<file path="src/hdl/afd_pkg.sv">
// Shared types, constants and the CRC byte function of the AF packet deframer.
package afd_pkg;

  localparam int HEADER_BYTES = 10;

  // Header byte positions, counted from the first sync byte.
  localparam logic [15:0] POS_LEN_HI_END = 16'd4;
  localparam logic [15:0] POS_LEN_END    = 16'd6;
  localparam logic [15:0] POS_SEQ_END    = 16'd8;
  localparam logic [15:0] POS_FLAGS      = 16'd8;
  localparam logic [15:0] POS_SYNC_DONE  = 16'd2;
  localparam logic [15:0] POS_HDR_LAST   = 16'(HEADER_BYTES - 1);

  localparam logic [7:0]  CHAR_A       = 8'h41;
  localparam logic [7:0]  CHAR_F       = 8'h46;
  localparam logic [7:0]  CHAR_T       = 8'h54;
  localparam logic [15:0] CRC_INIT     = 16'hFFFF;
  localparam logic [15:0] POLY_RESET   = 16'h1021;
  localparam logic [15:0] MAX_LEN_RST  = 16'd8192;
  localparam logic [6:0]  REV_EXPECTED = 7'h10;

  localparam int CFG_INDEX_W = 4;

  typedef enum logic [CFG_INDEX_W-1:0] {
    CFG_CRC_POLY = 4'd0,
    CFG_MAX_LEN  = 4'd1
  } cfg_reg_t;

  typedef enum logic [2:0] {
    PH_HUNT    = 3'd0,
    PH_HEADER  = 3'd1,
    PH_PAYLOAD = 3'd2,
    PH_CRC_HI  = 3'd3,
    PH_CRC_LO  = 3'd4
  } phase_t;

  typedef enum logic [2:0] {
    ST_OK         = 3'd0,
    ST_NO_CRC     = 3'd1,
    ST_WRONG_TYPE = 3'd2,
    ST_CRC_BAD    = 3'd3,
    ST_TOO_LONG   = 3'd4
  } end_status_t;

  // One byte through an MSB-first CRC-16, eight bit steps.
  function automatic logic [15:0] crc_byte(input logic [15:0] crc, input logic [7:0] b,
                                           input logic [15:0] poly);
    logic [15:0] c;
    c = crc ^ {b, 8'h00};
    for (int i = 0; i < 8; i++) begin
      if (c[15]) begin
        c = {c[14:0], 1'b0} ^ poly;
      end else begin
        c = {c[14:0], 1'b0};
      end
    end
    return c;
  endfunction

endpackage

</file>
<file path="src/hdl/afd_if.sv">
// Channel interfaces of the AF packet deframer: byte input, result output and register writes.
interface afd_in_if;
  logic       valid;
  logic       ready;
  logic [7:0] data_byte;
  logic       flush;
  modport source (output valid, output data_byte, output flush, input ready);
  modport sink (input valid, input data_byte, input flush, output ready);
endinterface

interface afd_out_if;
  logic        valid;
  logic        ready;
  logic [7:0]  payload_byte;
  logic        byte_valid;
  logic        packet_end;
  logic [2:0]  end_status;
  logic [15:0] sequence_number;
  logic        sequence_gap;
  logic        revision_mismatch;
  modport source (output valid, output payload_byte, output byte_valid, output packet_end,
                  output end_status, output sequence_number, output sequence_gap,
                  output revision_mismatch, input ready);
  modport sink (input valid, input payload_byte, input byte_valid, input packet_end,
                input end_status, input sequence_number, input sequence_gap,
                input revision_mismatch, output ready);
endinterface

interface afd_cfg_if;
  logic                            valid;
  logic                            ready;
  logic [afd_pkg::CFG_INDEX_W-1:0] reg_index;
  logic [15:0]                     write_data;
  modport source (output valid, output reg_index, output write_data, input ready);
  modport sink (input valid, input reg_index, input write_data, output ready);
endinterface

</file>
<file path="src/hdl/af_packet_deframer_unit.sv">
// AF packet deframer: sync hunt, header parse, payload pass-through and CRC check.
// A byte is held in the input register; any result it gives is held in the output register.
// One byte per cycle unless the output stalls; a byte's CRC is eight combinational bit steps.
// The input register lets a new byte enter while a result waits to be taken.
// rst_n is synchronous, active low: hunting, sequence history cleared, registers to defaults.
module af_packet_deframer_unit (
  input  logic       clk,
  input  logic       rst_n,
  afd_in_if.sink     in_if,
  afd_out_if.source  out_if,
  afd_cfg_if.sink    cfg_if
);

  // Configuration
  logic [15:0] poly_r, max_len_r, a_crc_r;

  // Input register
  logic       in_full_r;
  logic [7:0] in_byte_r;
  logic       in_flush_r;
  logic       advance;

  // Deframer state
  afd_pkg::phase_t phase_r, phase_nxt;
  logic        prev_a_r, prev_a_nxt;
  logic [15:0] cnt_r, cnt_nxt;
  logic [15:0] len_r, len_nxt;
  logic        len_hi_r, len_hi_nxt;
  logic [15:0] crc_r, crc_nxt;
  logic [7:0]  rx_hi_r, rx_hi_nxt;
  logic [7:0]  flags_r, flags_nxt;
  logic        type_ok_r, type_ok_nxt;
  logic [15:0] last_seq_r, last_seq_nxt;
  logic        seq_known_r, seq_known_nxt;
  logic [15:0] cur_seq_r, cur_seq_nxt;

  // Result register
  logic        out_valid_r;
  logic [7:0]  o_byte_r, o_byte_nxt;
  logic        o_bv_r, o_bv_nxt;
  logic        o_end_r, o_end_nxt;
  afd_pkg::end_status_t o_status_r, o_status_nxt;
  logic [15:0] o_seq_r, o_seq_nxt;
  logic        o_gap_r, o_gap_nxt;
  logic        o_rev_r, o_rev_nxt;
  logic        emit;
  logic        finish;
  afd_pkg::end_status_t fin_status;
  logic [16:0] pay_count;

  assign advance     = in_full_r && (!out_valid_r || out_if.ready);
  assign in_if.ready = !in_full_r || advance;
  assign cfg_if.ready = 1'b1;
  assign pay_count   = {1'b0, cnt_r} + 17'd1;

  // Configuration registers; the CRC of the first sync byte follows the polynomial.
  always_ff @(posedge clk) begin
    if (!rst_n) begin
      poly_r    <= afd_pkg::POLY_RESET;
      max_len_r <= afd_pkg::MAX_LEN_RST;
      a_crc_r   <= afd_pkg::crc_byte(afd_pkg::CRC_INIT, afd_pkg::CHAR_A, afd_pkg::POLY_RESET);
    end else if (cfg_if.valid) begin
      unique case (cfg_if.reg_index)
        afd_pkg::CFG_CRC_POLY: begin
          poly_r  <= cfg_if.write_data;
          a_crc_r <= afd_pkg::crc_byte(afd_pkg::CRC_INIT, afd_pkg::CHAR_A, cfg_if.write_data);
        end
        afd_pkg::CFG_MAX_LEN: max_len_r <= cfg_if.write_data;
        default: ;
      endcase
    end
  end

  always_ff @(posedge clk) begin
    if (!rst_n) begin
      in_full_r <= 1'b0;
    end else if (in_if.valid && in_if.ready) begin
      in_full_r <= 1'b1;
    end else if (advance) begin
      in_full_r <= 1'b0;
    end
  end

  always_ff @(posedge clk) begin
    if (in_if.valid && in_if.ready) begin
      in_byte_r  <= in_if.data_byte;
      in_flush_r <= in_if.flush;
    end
  end

  always_comb begin
    phase_nxt     = phase_r;
    prev_a_nxt    = prev_a_r;
    cnt_nxt       = cnt_r;
    len_nxt       = len_r;
    len_hi_nxt    = len_hi_r;
    crc_nxt       = crc_r;
    rx_hi_nxt     = rx_hi_r;
    flags_nxt     = flags_r;
    type_ok_nxt   = type_ok_r;
    last_seq_nxt  = last_seq_r;
    seq_known_nxt = seq_known_r;
    cur_seq_nxt   = cur_seq_r;
    emit          = 1'b0;
    finish        = 1'b0;
    fin_status    = afd_pkg::ST_OK;
    o_byte_nxt    = 8'h00;
    o_bv_nxt      = 1'b0;
    o_end_nxt     = 1'b0;
    o_status_nxt  = afd_pkg::ST_OK;
    o_seq_nxt     = 16'h0000;
    o_gap_nxt     = 1'b0;
    o_rev_nxt     = 1'b0;

    if (advance) begin
      if (in_flush_r) begin
        phase_nxt     = afd_pkg::PH_HUNT;
        prev_a_nxt    = 1'b0;
        seq_known_nxt = 1'b0;
      end else begin
        unique case (phase_r)
          afd_pkg::PH_HUNT: begin
            if (prev_a_r && in_byte_r == afd_pkg::CHAR_F) begin
              phase_nxt  = afd_pkg::PH_HEADER;
              prev_a_nxt = 1'b0;
              cnt_nxt    = afd_pkg::POS_SYNC_DONE;
              len_hi_nxt = 1'b0;
              crc_nxt    = afd_pkg::crc_byte(a_crc_r, afd_pkg::CHAR_F, poly_r);
            end else begin
              prev_a_nxt = (in_byte_r == afd_pkg::CHAR_A);
            end
          end
          afd_pkg::PH_HEADER: begin
            crc_nxt = afd_pkg::crc_byte(crc_r, in_byte_r, poly_r);
            // The two upper length bytes only need to be known as zero or not.
            if (cnt_r < afd_pkg::POS_LEN_END) begin
              len_nxt = {len_r[7:0], in_byte_r};
              if (cnt_r < afd_pkg::POS_LEN_HI_END && in_byte_r != 8'h00) begin
                len_hi_nxt = 1'b1;
              end
            end else if (cnt_r < afd_pkg::POS_SEQ_END) begin
              cur_seq_nxt = {cur_seq_r[7:0], in_byte_r};
            end else if (cnt_r == afd_pkg::POS_FLAGS) begin
              flags_nxt = in_byte_r;
            end else begin
              type_ok_nxt = (in_byte_r == afd_pkg::CHAR_T);
            end
            cnt_nxt = cnt_r + 16'd1;
            if (cnt_r == afd_pkg::POS_HDR_LAST) begin
              cnt_nxt = 16'd0;
              if (len_hi_r || len_r > max_len_r) begin
                finish     = 1'b1;
                fin_status = afd_pkg::ST_TOO_LONG;
              end else if (len_r == 16'd0) begin
                if (!flags_r[7]) begin
                  finish     = 1'b1;
                  fin_status = afd_pkg::ST_NO_CRC;
                end else begin
                  phase_nxt = afd_pkg::PH_CRC_HI;
                end
              end else begin
                phase_nxt = afd_pkg::PH_PAYLOAD;
              end
            end
          end
          afd_pkg::PH_PAYLOAD: begin
            crc_nxt    = afd_pkg::crc_byte(crc_r, in_byte_r, poly_r);
            o_byte_nxt = in_byte_r;
            o_bv_nxt   = 1'b1;
            emit       = 1'b1;
            cnt_nxt    = pay_count[15:0];
            if (pay_count >= {1'b0, len_r}) begin
              if (!flags_r[7]) begin
                finish     = 1'b1;
                fin_status = afd_pkg::ST_NO_CRC;
              end else begin
                phase_nxt = afd_pkg::PH_CRC_HI;
              end
            end
          end
          afd_pkg::PH_CRC_HI: begin
            rx_hi_nxt = in_byte_r;
            phase_nxt = afd_pkg::PH_CRC_LO;
          end
          afd_pkg::PH_CRC_LO: begin
            finish = 1'b1;
            if (!type_ok_r) begin
              fin_status = afd_pkg::ST_WRONG_TYPE;
            end else if ({rx_hi_r, in_byte_r} != ~crc_r) begin
              fin_status = afd_pkg::ST_CRC_BAD;
            end else begin
              fin_status = afd_pkg::ST_OK;
            end
          end
          default: begin
            phase_nxt  = afd_pkg::PH_HUNT;
            prev_a_nxt = 1'b0;
          end
        endcase

        if (finish) begin
          emit          = 1'b1;
          o_end_nxt     = 1'b1;
          o_status_nxt  = fin_status;
          o_seq_nxt     = cur_seq_r;
          o_gap_nxt     = seq_known_r && (cur_seq_r != last_seq_r + 16'd1);
          o_rev_nxt     = (flags_r[6:0] != afd_pkg::REV_EXPECTED);
          last_seq_nxt  = cur_seq_r;
          seq_known_nxt = 1'b1;
          phase_nxt     = afd_pkg::PH_HUNT;
          prev_a_nxt    = 1'b0;
        end
      end
    end
  end

  always_ff @(posedge clk) begin
    if (!rst_n) begin
      phase_r     <= afd_pkg::PH_HUNT;
      prev_a_r    <= 1'b0;
      seq_known_r <= 1'b0;
      crc_r       <= afd_pkg::CRC_INIT;
    end else begin
      phase_r     <= phase_nxt;
      prev_a_r    <= prev_a_nxt;
      seq_known_r <= seq_known_nxt;
      crc_r       <= crc_nxt;
    end
  end

  always_ff @(posedge clk) begin
    cnt_r      <= cnt_nxt;
    len_r      <= len_nxt;
    len_hi_r   <= len_hi_nxt;
    rx_hi_r    <= rx_hi_nxt;
    flags_r    <= flags_nxt;
    type_ok_r  <= type_ok_nxt;
    last_seq_r <= last_seq_nxt;
    cur_seq_r  <= cur_seq_nxt;
  end

  always_ff @(posedge clk) begin
    if (!rst_n) begin
      out_valid_r <= 1'b0;
    end else if (advance) begin
      out_valid_r <= emit;
    end else if (out_if.ready) begin
      out_valid_r <= 1'b0;
    end
  end

  always_ff @(posedge clk) begin
    if (advance) begin
      o_byte_r   <= o_byte_nxt;
      o_bv_r     <= o_bv_nxt;
      o_end_r    <= o_end_nxt;
      o_status_r <= o_status_nxt;
      o_seq_r    <= o_seq_nxt;
      o_gap_r    <= o_gap_nxt;
      o_rev_r    <= o_rev_nxt;
    end
  end

  assign out_if.valid             = out_valid_r;
  assign out_if.payload_byte      = o_byte_r;
  assign out_if.byte_valid        = o_bv_r;
  assign out_if.packet_end        = o_end_r;
  assign out_if.end_status        = o_status_r;
  assign out_if.sequence_number   = o_seq_r;
  assign out_if.sequence_gap      = o_gap_r;
  assign out_if.revision_mismatch = o_rev_r;

endmodule
</file>
<file path="src/flat_wrapper.sv">
// flat-port wrapper written by rule: the top's interface ports become plain ports
module af_packet_deframer_unit_flat 
  (clk, rst_n, in_if_valid, in_if_data_byte, in_if_flush, in_if_ready, out_if_valid, out_if_payload_byte, out_if_byte_valid, out_if_packet_end, out_if_end_status, out_if_sequence_number, out_if_sequence_gap, out_if_revision_mismatch, out_if_ready, cfg_if_valid, cfg_if_reg_index, cfg_if_write_data, cfg_if_ready);
  afd_in_if in_if_i ();
  afd_out_if out_if_i ();
  afd_cfg_if cfg_if_i ();
  input  logic clk;
  input  logic rst_n;
  input wire logic [$bits(in_if_i.valid)-1:0] in_if_valid;
  input wire logic [$bits(in_if_i.data_byte)-1:0] in_if_data_byte;
  input wire logic [$bits(in_if_i.flush)-1:0] in_if_flush;
  output wire logic [$bits(in_if_i.ready)-1:0] in_if_ready;
  output wire logic [$bits(out_if_i.valid)-1:0] out_if_valid;
  output wire logic [$bits(out_if_i.payload_byte)-1:0] out_if_payload_byte;
  output wire logic [$bits(out_if_i.byte_valid)-1:0] out_if_byte_valid;
  output wire logic [$bits(out_if_i.packet_end)-1:0] out_if_packet_end;
  output wire logic [$bits(out_if_i.end_status)-1:0] out_if_end_status;
  output wire logic [$bits(out_if_i.sequence_number)-1:0] out_if_sequence_number;
  output wire logic [$bits(out_if_i.sequence_gap)-1:0] out_if_sequence_gap;
  output wire logic [$bits(out_if_i.revision_mismatch)-1:0] out_if_revision_mismatch;
  input wire logic [$bits(out_if_i.ready)-1:0] out_if_ready;
  input wire logic [$bits(cfg_if_i.valid)-1:0] cfg_if_valid;
  input wire logic [$bits(cfg_if_i.reg_index)-1:0] cfg_if_reg_index;
  input wire logic [$bits(cfg_if_i.write_data)-1:0] cfg_if_write_data;
  output wire logic [$bits(cfg_if_i.ready)-1:0] cfg_if_ready;
  assign in_if_i.valid = in_if_valid;
  assign in_if_i.data_byte = in_if_data_byte;
  assign in_if_i.flush = in_if_flush;
  assign in_if_ready = in_if_i.ready;
  assign out_if_valid = out_if_i.valid;
  assign out_if_payload_byte = out_if_i.payload_byte;
  assign out_if_byte_valid = out_if_i.byte_valid;
  assign out_if_packet_end = out_if_i.packet_end;
  assign out_if_end_status = out_if_i.end_status;
  assign out_if_sequence_number = out_if_i.sequence_number;
  assign out_if_sequence_gap = out_if_i.sequence_gap;
  assign out_if_revision_mismatch = out_if_i.revision_mismatch;
  assign out_if_i.ready = out_if_ready;
  assign cfg_if_i.valid = cfg_if_valid;
  assign cfg_if_i.reg_index = cfg_if_reg_index;
  assign cfg_if_i.write_data = cfg_if_write_data;
  assign cfg_if_ready = cfg_if_i.ready;
  af_packet_deframer_unit u_core (.clk(clk), .rst_n(rst_n), .in_if(in_if_i), .out_if(out_if_i), .cfg_if(cfg_if_i));
endmodule
</file>
<file path="config.mk">
export PLATFORM = sky130hd
export DESIGN_NAME = af_packet_deframer_unit_flat
export DESIGN_NICKNAME = d
export VERILOG_FILES = /design/src/hdl/afd_pkg.sv /design/src/hdl/afd_if.sv /design/src/hdl/af_packet_deframer_unit.sv /design/src/flat_wrapper.sv
export SDC_FILE = /design/constraint.sdc
export NUM_CORES = 1
export LEC_CHECK = 0
export ABC_AREA = 1
export BUFFER_PORTS_ARGS = -buffer_cell sky130_fd_sc_hd__buf_2
export CAP_MARGIN = 20
export CORE_ASPECT_RATIO = 0.7
export CORE_UTILIZATION = 65
export CTS_BUF_LIST = sky130_fd_sc_hd__clkbuf_2
export CTS_CLUSTER_DIAMETER = 150
export DETAILED_ROUTE_END_ITERATION = 16
export GPL_TIMING_DRIVEN = 0
export HOLD_SLACK_MARGIN = 0.05
export PLACE_DENSITY = 0.84
export SETUP_SLACK_MARGIN = 0.05
export SLEW_MARGIN = 20
export SYNTH_ARGS = -nofsm -noshare
export SYNTH_HDL_FRONTEND = slang
export SYNTH_SLANG_ARGS = --single-unit
</file>
<file path="constraint.sdc">
create_clock -name clk -period 11.8 [get_ports clk]
set_input_delay 1.77 -clock clk [delete_from_list [all_inputs] [get_ports clk]]
set_output_delay 1.77 -clock clk [all_outputs]
set_load 0.03 [all_outputs]
</file>
==> results of run 1 <==
## how the worst min path moves through the flow
stage | start | to
2_1_floorplan | u_core.cur_seq_r[11] | u_core.last_seq_r[11]
3_3_place_gp | u_core.cur_seq_r[13] | u_core.last_seq_r[13]
3_5_place_dp | u_core.cur_seq_r[11] | u_core.last_seq_r[11]
4_1_cts | u_core.max_len_r[5] | u_core.max_len_r[5]
5_1_grt | u_core.cur_seq_r[11] | u_core.last_seq_r[11]
6_report | u_core.max_len_r[5] | u_core.max_len_r[5]
## cell type report
cell class	instances	area [sq um]
Tap cell	305	382
Buffer	100	462
Clock inverter	15	195
Multi-Input combinational cell	1493	8280
Clock buffer	17	85.1
Inverter	259	972
Sequential cell	193	5080
Timing Repair Buffer	62	310
Fill cell	1765	6240
## critical path, cell delays in order (launching register included)
cell	delay, ps
edfxtp_1	390
clkbuf_1	340
nand2_1	150
nor2_1	220
nand4_1	160
nor2_1	170
inv_1	100
nor3_1	230
inv_1	110
o21ai_0	300
inv_1	90
ha_1	280
nand2_1	40
inv_1	60
nand3_1	80
a21o_1	160
a31oi_1	120
o21ai_0	100
nand3_1	190
nand2_1	110
nand3_1	150
inv_1	70
nor2_1	300
clkinv_1	420
clkbuf_1	310
nor2_1	140
## per-stage QoR
| stage | std cells | hold slack [ps] |
|---|---|---|
| floorplan | 2045 | 426 |
| global placement | 2412 | 430 |
| detailed placement | 2412 | 432 |
| CTS | 2444 | 482 |
| global route | 2444 | 498 |
| finish | 2444 | 479 |
## layout by cell type (no fill, tap or decap), types with 6 or more instances in the layout
cell type,count
xor2_1,144
buf_2,83
nand3b_1,6
edfxtp_1,122
inv_2,10
clkbuf_2,17
nor4_1,11
xnor2_1,128
ha_1,36
o21bai_1,6
nand4_1,25
a21oi_1,91
inv_1,245
buf_4,8
o21ai_0,82
clkbuf_1,55
nand3_2,10
dfxtp_1,71
nand2_2,15
nand2_1,496
nand3_1,170
nor3_1,11
nor2_1,204
buf_1,12
## sequential cells by signal, indices dropped and copies added (netlist names), 3 cells and up
register	flops
u_core.last_seq_r	16
u_core.in_byte_r	8
u_core.cur_seq_r	16
u_core.max_len_r	16
u_core.rx_hi_r	8
u_core.a_crc_r	16
u_core.out_if.end_status	3
u_core.poly_r	16
u_core.len_r	16
u_core.phase_r	3
u_core.crc_r	16
u_core.out_if.sequence_number	16
u_core.cnt_r	16
u_core.flags_r	8
u_core.out_if.payload_byte	8
## cells in the mapped netlist, types with 3 or more instances
| cell type | instances | area [sq um] |
|---|---|---|
| o211ai_1 | 5 | 37.5 |
| o21bai_1 | 6 | 45.0 |
| a21oi_1 | 92 | 460 |
| o31ai_1 | 3 | 22.5 |
| a21o_1 | 4 | 30.0 |
| edfxtp_1 | 122 | 3660 |
| xor2_1 | 144 | 1260 |
| inv_2 | 9 | 33.8 |
| nand2_2 | 15 | 93.8 |
| clkinv_1 | 4 | 15.0 |
| dfxtp_1 | 71 | 1420 |
| nand3_1 | 170 | 851 |
| buf_6 | 4 | 45.0 |
| nand3_2 | 10 | 100 |
| o21ai_0 | 82 | 410 |
| xnor2_2 | 3 | 48.8 |
| xnor2_1 | 128 | 1120 |
| buf_4 | 8 | 60.1 |
| nand2_4 | 3 | 33.8 |
| buf_1 | 12 | 45.0 |
| nand2_1 | 496 | 1860 |
| ha_1 | 36 | 450 |
| nor3_1 | 12 | 60.1 |
| buf_2 | 21 | 105 |
| nor2_1 | 206 | 773 |
| nand4_1 | 25 | 156 |
| nor4_1 | 11 | 68.8 |
| or2_2 | 5 | 31.3 |
| nand3b_1 | 6 | 45.0 |
| clkbuf_1 | 55 | 206 |
| a31oi_1 | 3 | 18.8 |
| inv_1 | 246 | 923 |
## per-layer routing
metal	share of wire [%]	wire length, um	global-route usage [%]
met5	0	0	0
met4	2.6	1090	12.6
met3	13	5590	8.18
met2	42	17300	52.8
met1	42	17500	52.4
## cells by family after synthesis
kind of cell | after synthesis | share of synthesized area, %
flops | 193 | 34.4
xor+xnor | 278 | 16.9
compound gates | 215 | 8.02
fa+ha+maj | 36 | 3.05
simple gates | 963 | 27.9
other cells | 1 | 0.0254
buf+inv | 359 | 9.70
## power breakdown
part / leakage (nW) / switching [mW] / internal [mW] / total (mW)
Combinational: 4.98 / 0.328 / 0.170 / 0.498
Clock: 0.166 / 0.249 / 0.110 / 0.358
Sequential: 1.71 / 0.0121 / 0.728 / 0.740
==> results.sh, run 1 <==
export IMPL_dp_slack_ps=7020
export IMPL_setup_tns_ps=0
export IMPL_initial_core_util_pct=67.2
export IMPL_fin_ws_ps=6890
export IMPL_cts_root_buf="clkbuf_2"
export IMPL_drive_above_1_share_pct=8.60
export IMPL_rrSetupSlack_ps=6890
export IMPL_cp_startpoint="u_core.cnt_r[2]"
export IMPL_r2r_start="u_core.cnt_r[2]"
export IMPL_finalMaxSlewViolations=0
export IMPL_nNetsFinal=2196
export IMPL_path_max_fanout=10
export IMPL_power_density_nw_per_um2=101
export IMPL_synth_edff_count=122
export IMPL_max_freq_ghz=0.204
export IMPL_worst_pin_slew_ps=907
export IMPL_cp_required_ps=12530
export IMPL_leakage_nw=6.86
export IMPL_drc=0
export IMPL_post_cts_buffers=0
export IMPL_async_flop_share_pct=0
export IMPL_hp_class="register to register"
export IMPL_rsz0062_at_grt="no"
export IMPL_relSlewSlack_pct=39.5
export IMPL_grt_ovfl_total=0
export IMPL_grt_total_usage_pct=36.1
export IMPL_hold_violations=0
export IMPL_finalWeightedCongestion=1.05
export IMPL_netlist_instances=2045
export IMPL_initialDrtViolationCount=1991
export IMPL_cts_max_path_buffers=2
export IMPL_synth_nets=2115
export IMPL_dpl_hpwl_mm=32.1
export IMPL_ioPinCount=68
export IMPL_endpoint="u_core.out_if.sequence_number[13]"
export IMPL_numPortBuffers=62
export IMPL_syn_cell_area_sq_um=14800
export IMPL_area_delta_synth_final_pct=6.67
export IMPL_final_cell_area_sq_um=15800
export IMPL_first_pass_iters=6
export IMPL_status="finished clean"
export IMPL_die_h_um=128
export IMPL_end_kind="register"
export IMPL_yosysSeqAreaShare_pct=34.4
export IMPL_n_antenna_cell=0
export IMPL_wl_per_cell_um=17.0
export IMPL_core_sq_um=22000
export IMPL_ys_warn_count=0
export IMPL_rows=45
export IMPL_h_tree_depth=4
export IMPL_grt_first_pass_wirelength_mm=65.6
export IMPL_worstSkewPairLatency_ps=870
export IMPL_postCtsHoldBufs=0
export IMPL_drv_cap=0
export IMPL_grt_antenna_before_repair=0
export IMPL_r2r_end="u_core.out_if.sequence_number[13]"
export IMPL_setup_violations_final=0
export IMPL_syn_avg_cell_area_sq_um=7.23
export IMPL_synthFlopType="edfxtp_1"
export IMPL_worst_r2r_path_depth=25
export IMPL_postRouteAntennaNets=0
export IMPL_die_w_um=182
export IMPL_cts_buffers_inserted=17
export IMPL_num_vias=14100
export IMPL_postCtsResizedCells=0
export IMPL_crit_type="register to register"
export IMPL_path_clk_slew_ps=280
export IMPL_ir_worst_vdd_mv=0.0889
export IMPL_post_route_util_pct=71.7
export IMPL_holdPathStages=2
export IMPL_ys_ff_latch=193
export IMPL_clock_sinks=193
export IMPL_place_area_sq_um=15500
export IMPL_fin_crit_sh_pct=41.6
export IMPL_finalClockSkew_ps=46.9
export IMPL_die_area_sq_um=23400
export IMPL_cts_tree="yes"
export IMPL_period_minus_slack_ps=4910
export IMPL_grt_pass1_vias=12600
export IMPL_crit_arrival_ps=5630
export IMPL_yosysUniqueCellTypes=55
export IMPL_p_total_mw=1.60
export IMPL_totalWireLength_mm=41.5
export IMPL_avgViaCountPerCell=5.76
export IMPL_start_kind="register"
export IMPL_grt_max_degree=35
No activity file was read; power rests on OpenSTA's default activity.
==> inputs of run 2 (changes only) <==
--- a/config.mk
+++ b/config.mk
@@ -9,13 +9,13 @@
 export BUFFER_PORTS_ARGS = -buffer_cell sky130_fd_sc_hd__buf_2
 export CAP_MARGIN = 20
 export CORE_ASPECT_RATIO = 0.7
-export CORE_UTILIZATION = 65
+export CORE_UTILIZATION = 59
 export CTS_BUF_LIST = sky130_fd_sc_hd__clkbuf_2
 export CTS_CLUSTER_DIAMETER = 150
 export DETAILED_ROUTE_END_ITERATION = 16
 export GPL_TIMING_DRIVEN = 0
 export HOLD_SLACK_MARGIN = 0.05
-export PLACE_DENSITY = 0.84
+export PLACE_DENSITY = 0.8
 export SETUP_SLACK_MARGIN = 0.05
 export SLEW_MARGIN = 20
 export SYNTH_ARGS = -nofsm -noshare
==> constraint.sdc (replaced) <==
create_clock -name clk -period 4.05 [get_ports clk]
set_input_delay 0.6075 -clock clk [delete_from_list [all_inputs] [get_ports clk]]
set_output_delay 0.6075 -clock clk [all_outputs]
set_load 0.03 [all_outputs]
==> run 2 against run 1 <==
  * Via count shrank 0.45%
  * Clock power rose to 2.6 times the previous value
  * Utilization down 6.1 points
  * Die area grew 10%
  * Critical path type unchanged
==> results.sh, run 2 (synthesis gave the netlist of run 1 again) <==
export IMPL_period_minus_slack_ps=3810
export IMPL_die_w_um=191
export IMPL_grt_max_degree=35
export IMPL_avgViaCountPerCell=5.61
export IMPL_first_pass_iters=6
export IMPL_postRouteAntennaNets=0
export IMPL_crit_type="register to register"
export IMPL_path_clk_slew_ps=290
export IMPL_path_max_fanout=10
export IMPL_crit_arrival_ps=4480
export IMPL_dpl_hpwl_mm=32.3
export IMPL_slowest_delay_ps=430
export IMPL_drc=0
export IMPL_grt_antenna_before_repair=1
export IMPL_ir_worst_vdd_mv=0.266
export IMPL_drv_cap=0
export IMPL_ioPinCount=68
export IMPL_max_freq_ghz=0.263
export IMPL_die_area_sq_um=25700
export IMPL_grt_ovfl_total=0
export IMPL_finalMaxSlewViolations=0
export IMPL_start_kind="register"
export IMPL_hold_violations=0
export IMPL_cts_tree="yes"
export IMPL_cts_buffers_inserted=17
export IMPL_core_sq_um=24600
export IMPL_cp_slowest_cell="edfxtp_1"
export IMPL_grt_total_usage_pct=32.4
export IMPL_path_cells="buf_4 > ha_2 > nand4_1 > nor2_1 > inv_1 > nor2_2 > inv_2 > nor2_2 > nand3_2 > nor3_1 > nor2_1 > ha_1 > nand2_1 > nor4_1 > a21oi_1 > nand3_2 > nand2_2 > nand3_2 > inv_2 > nor2_4 > clkinv_4 > clkbuf_4 > nor2_1"
export IMPL_relSlewSlack_pct=39.6
export IMPL_rrSetupSlack_ps=240
export IMPL_power_density_nw_per_um2=283
export IMPL_status="finished clean"
export IMPL_final_cell_area_sq_um=16100
export IMPL_hold_start="out_if_ready"
export IMPL_num_vias=14000
export IMPL_layout_commonest_cell="nand2_1"
export IMPL_min_to="u_core.in_full_r"
export IMPL_worst_r2r_path_depth=23
export IMPL_rows=48
export IMPL_drive_above_1_share_pct=10.5
export IMPL_hold_slack_ps=140
export IMPL_r2r_end="u_core.out_if.sequence_number[12]"
export IMPL_stdcell_count=2496
export IMPL_h_tree_depth=4
export IMPL_cp_required_ps=4730
export IMPL_cts_max_path_buffers=2
export IMPL_area_delta_synth_final_pct=9.10
export IMPL_die_h_um=134
export IMPL_setup_tns_ps=0
export IMPL_p_total_mw=4.56
export IMPL_fin_crit_sh_pct=94.0
export IMPL_wl_per_cell_um=16.7
export IMPL_worstSkewPairLatency_ps=800
export IMPL_cts_root_buf="clkbuf_2"
export IMPL_end_kind="register"
export IMPL_leakage_nw=7.00
export IMPL_grt_pass1_vias=12000
export IMPL_clock_sinks=193
export IMPL_r2r_start="u_core.cnt_r[0]"
export IMPL_initial_core_util_pct=60.1
export IMPL_finalWeightedCongestion=0.968
export IMPL_totalWireLength_mm=41.7
export IMPL_nNetsFinal=2227
export IMPL_most_common_layout_cells="nand2_1 (494), inv_1 (243), nor2_1 (197), nand3_1 (166), xor2_1 (142)"
export IMPL_place_inst=2432
export IMPL_setup_violations_final=0
export IMPL_holdPathStages=4
export IMPL_grt_first_pass_wirelength_mm=64.3
export IMPL_worst_pin_slew_ps=906
export IMPL_hp_class="input port to register"
export IMPL_initialDrtViolationCount=1789
export IMPL_numPortBuffers=62
export IMPL_finalClockSkew_ps=35.4
export IMPL_place_area_sq_um=15500
[run 2: cell types whose count changed in the layout (fill, tap and decap cells not counted), sizes merged]
cell and delta:
inv +2, clkinv -4, bufinv -1, buf +19, clkbuf +2, diode +1
dlygate4sd3 +10, clkinvlp +3
[run 2: how the worst max path moves through the flow]
stage,start,endpoint,slack (ps),cells past startpoint
global route,u_core.cnt_r[0],u_core.phase_r[1],-110,27
floorplan,u_core.cnt_r[2],u_core.last_seq_r[0],120,22
CTS,u_core.cnt_r[0],u_core.out_if.sequence_number[12],90,26
detailed placement,u_core.cnt_r[2],u_core.out_if.sequence_number[12],-770,25
global placement,u_core.cnt_r[2],u_core.last_seq_r[8],-860,22
finish,u_core.cnt_r[0],u_core.out_if.sequence_number[12],240,23
[run 2: cell type report]
cell class,instances,area (sq um)
Antenna cell,1,2.50
Buffer,99,473
Clock buffer,17,85.1
Clock inverter,15,149
Fill cell,2157,8490
Inverter,259,977
Multi-Input combinational cell,1493,8370
Sequential cell,193,5080
Tap cell,325,407
Timing Repair Buffer,94,588
[run 2: per-layer routing]
metal	track usage, %	part of all wire, %	vias up
li1	-	-	6741
met1	50.4	45	6431
met2	46.5	42	767
met3	4.83	12	69
met4	8.11	1.6	0
met5	0	0	-
[run 2: per-stage QoR]
step                      utilization, %  worst slack, ps
after CTS                           64.6             86.1
after global routing                65.5             -114
after detailed placement            63.0             -770
after global placement              63.0             -861
final                               65.5              243
after floorplan                        -              118
[run 2: where the power goes]
group	switching, mW	total (mW)	internal, mW
combinational	0.951	1.46	0.514
sequential	0.0304	2.15	2.12
clock	0.704	0.948	0.243
total	1.69	4.56	2.88
[run 2: repair_timing]
item                                    4_1_cts  5_1_grt
resized for setup                             8       27
setup buffers                                 5       17
endpoints found under the setup margin       44       58
hold buffers                                 10        0
hold endpoints to repair                     10        0
pin swaps                                     1        6
[run 2: worst max-delay path: cells and delay by family (launching register included)]
family,cells,cell delay [ps]
adders and majority gates,2,520
AOI/OAI and AO/OA,1,130
buffers and inverters,6,650
DFF,1,430
and+or+nand+nor,14,1950
==> inputs of run 3 (changes only) <==
--- a/config.mk
+++ b/config.mk
@@ -9,13 +9,13 @@
 export BUFFER_PORTS_ARGS = -buffer_cell sky130_fd_sc_hd__buf_2
 export CAP_MARGIN = 20
 export CORE_ASPECT_RATIO = 0.7
-export CORE_UTILIZATION = 59
+export CORE_UTILIZATION = 51
 export CTS_BUF_LIST = sky130_fd_sc_hd__clkbuf_2
 export CTS_CLUSTER_DIAMETER = 150
 export DETAILED_ROUTE_END_ITERATION = 16
 export GPL_TIMING_DRIVEN = 0
 export HOLD_SLACK_MARGIN = 0.05
-export PLACE_DENSITY = 0.8
+export PLACE_DENSITY = 0.71
 export SETUP_SLACK_MARGIN = 0.05
 export SLEW_MARGIN = 20
 export SYNTH_ARGS = -nofsm -noshare
==> run 3 against run 2 <==
  * Clock power is 2.6% lower
  * Non-clock buffer count is 9 higher
  * Power is 0.21% lower
  * Via count is 1.1% lower
  * Highest routed layer unchanged
==> results.sh, run 3 (synthesis gave the netlist of run 1 again) <==
export IMPL_place_area_sq_um=15600
export IMPL_path_max_fanout=17
export IMPL_met3_usage_pct=6.33
export IMPL_core_sq_um=28100
export IMPL_first_pass_iters=5
export IMPL_setup_tns_ps=0
export IMPL_worstSkewPairLatency_ps=800
export IMPL_cts_buffers_inserted=17
export IMPL_crit_type="register to register"
export IMPL_hold_slack_ps=158
export IMPL_num_vias=13900
export IMPL_cts_root_buf="clkbuf_2"
export IMPL_grt_ovfl_total=0
export IMPL_rsz0062_at_grt="yes"
export IMPL_numPortBuffers=62
export IMPL_grt_use_met1_pct=44.6
export IMPL_n_fill_cell=2649
export IMPL_cp_startpoint="u_core.cnt_r[0]"
export IMPL_grt_total_usage_pct=29.0
export IMPL_final_cell_area_sq_um=16300
export IMPL_finalMaxSlewViolations=0
export IMPL_finalClockSkew_ps=51.6
export IMPL_most_common_layout_cells="nand2_1 (492), inv_1 (243), nor2_1 (198), nand3_1 (166), xor2_1 (141)"
export IMPL_period_minus_slack_ps=3850
export IMPL_busiest_layer="met1"
export IMPL_fin_crit_sh_pct=95.1
export IMPL_drv_cap=0
export IMPL_ir_worst_vdd_mv=0.178
export IMPL_r2r_start="u_core.cnt_r[0]"
export IMPL_grt_antenna_before_repair=1
export IMPL_area_delta_synth_final_pct=10.0
export IMPL_dpl_hpwl_mm=33.3
export IMPL_drive_above_1_share_pct=11.0
export IMPL_register_area_sq_um=5080
export IMPL_postRouteAntennaNets=0
export IMPL_max_freq_ghz=0.260
export IMPL_cts_max_path_buffers=2
export IMPL_multi_input_area_sq_um=8380
export IMPL_worst_pin_slew_ps=917
export IMPL_fin_ws_ps=197
export IMPL_layout_commonest_cell="nand2_1"
export IMPL_grt_pass1_vias=12000
export IMPL_clock_sinks=193
export IMPL_grt_first_pass_wirelength_mm=65.7
export IMPL_hold_start="out_if_ready"
export IMPL_cp_required_ps=4720
export IMPL_die_area_sq_um=29700
export IMPL_h_tree_depth=4
export IMPL_rows=51
export IMPL_rrSetupSlack_ps=200
export IMPL_leakage_nw=7.04
export IMPL_post_route_util_pct=57.8
export IMPL_initial_core_util_pct=52.5
export IMPL_initialDrtViolationCount=1282
export IMPL_power_density_nw_per_um2=280
export IMPL_relSlewSlack_pct=38.9
export IMPL_avgViaCountPerCell=5.43
export IMPL_grt_use_met2_pct=40.8
export IMPL_crit_arrival_ps=4520
export IMPL_ioPinCount=68
export IMPL_wl_per_cell_um=16.9
export IMPL_die_w_um=206
export IMPL_totalWireLength_mm=43.2
export IMPL_grt_max_degree=35
export IMPL_drc=0
export IMPL_finalWeightedCongestion=0.977
export IMPL_dp_slack_ps=-745
export IMPL_hold_violations=0
export IMPL_hp_class="input port to register"
export IMPL_end_kind="register"
export IMPL_cts_tree="yes"
export IMPL_setup_violations_final=0
export IMPL_die_h_um=144
export IMPL_start_kind="register"
export IMPL_path_clk_slew_ps=290
export IMPL_status="finished clean"
export IMPL_nNetsFinal=2236
## run 3: critical path, cell delays in order (launching register included)
cell	delay [ps]
edfxtp_1	440
buf_4	130
ha_2	200
nand4_1	120
nor2_1	140
inv_1	70
nor2_2	90
inv_2	70
o31ai_1	210
o21ai_0	190
inv_1	100
ha_1	260
nand2_1	70
inv_1	30
o21ai_0	200
a31oi_1	120
o21ai_1	190
nand3_2	180
nand2_2	140
nand3_2	120
o21ai_2	270
nor2_4	60
buf_12	180
inv_1	70
a21oi_1	60
## run 3: worst paths after layout
kind / to / cells after the start
setup reg to reg: u_core.out_if.valid / 24
hold reg to reg: u_core.max_len_r[0] / 2
hold / removal: u_core.in_full_r / 4
setup / recovery: u_core.out_if.valid / 24
## run 3: layer usage
| metal | up-vias | routed length (um) |
|---|---|---|
| li1 | 6761 | - |
| met1 | 6409 | 20600 |
| met2 | 636 | 17400 |
| met3 | 47 | 4620 |
| met4 | 0 | 597 |
| met5 | - | 0 |
## run 3: layout make-up
type                    count  share of cell area [%]
diodes                      1                  0.0154
plain buffers              98                    2.85
clock buffers              18                   0.554
clock inverters            14                   0.808
inverters                 259                    6.01
multi-input cells        1493                    51.5
flip-flops and latches    193                    31.3
well taps                 371                    2.85
repair buffers            104                    4.12
## run 3: where the power goes
part	switching (mW)	leakage (nW)	internal [mW]
sequential	0.0311	1.71	2.12
clock	0.690	0.125	0.233
combinational	0.957	5.20	0.522
total	1.68	7.04	2.88
## run 3: timing repair
action                                  4_1_cts  5_1_grt
endpoints found under the setup margin       44       60
hold buffers                                  9        0
gates resized for setup                       9       27
pin swaps                                     3        8
setup buffers                                 8       25
hold endpoints to repair                      9        0
## run 3: metrics by stage
| stage | cells | total power, mW |
|---|---|---|
| 2_1_floorplan | 2045 | 3.25 |
| 3_3_place_gp | 2478 | 3.58 |
| 3_5_place_dp | 2478 | 3.60 |
| 4_1_cts | 2526 | 4.51 |
| 5_1_grt | 2551 | 4.78 |
| 6_report | 2551 | 4.55 |
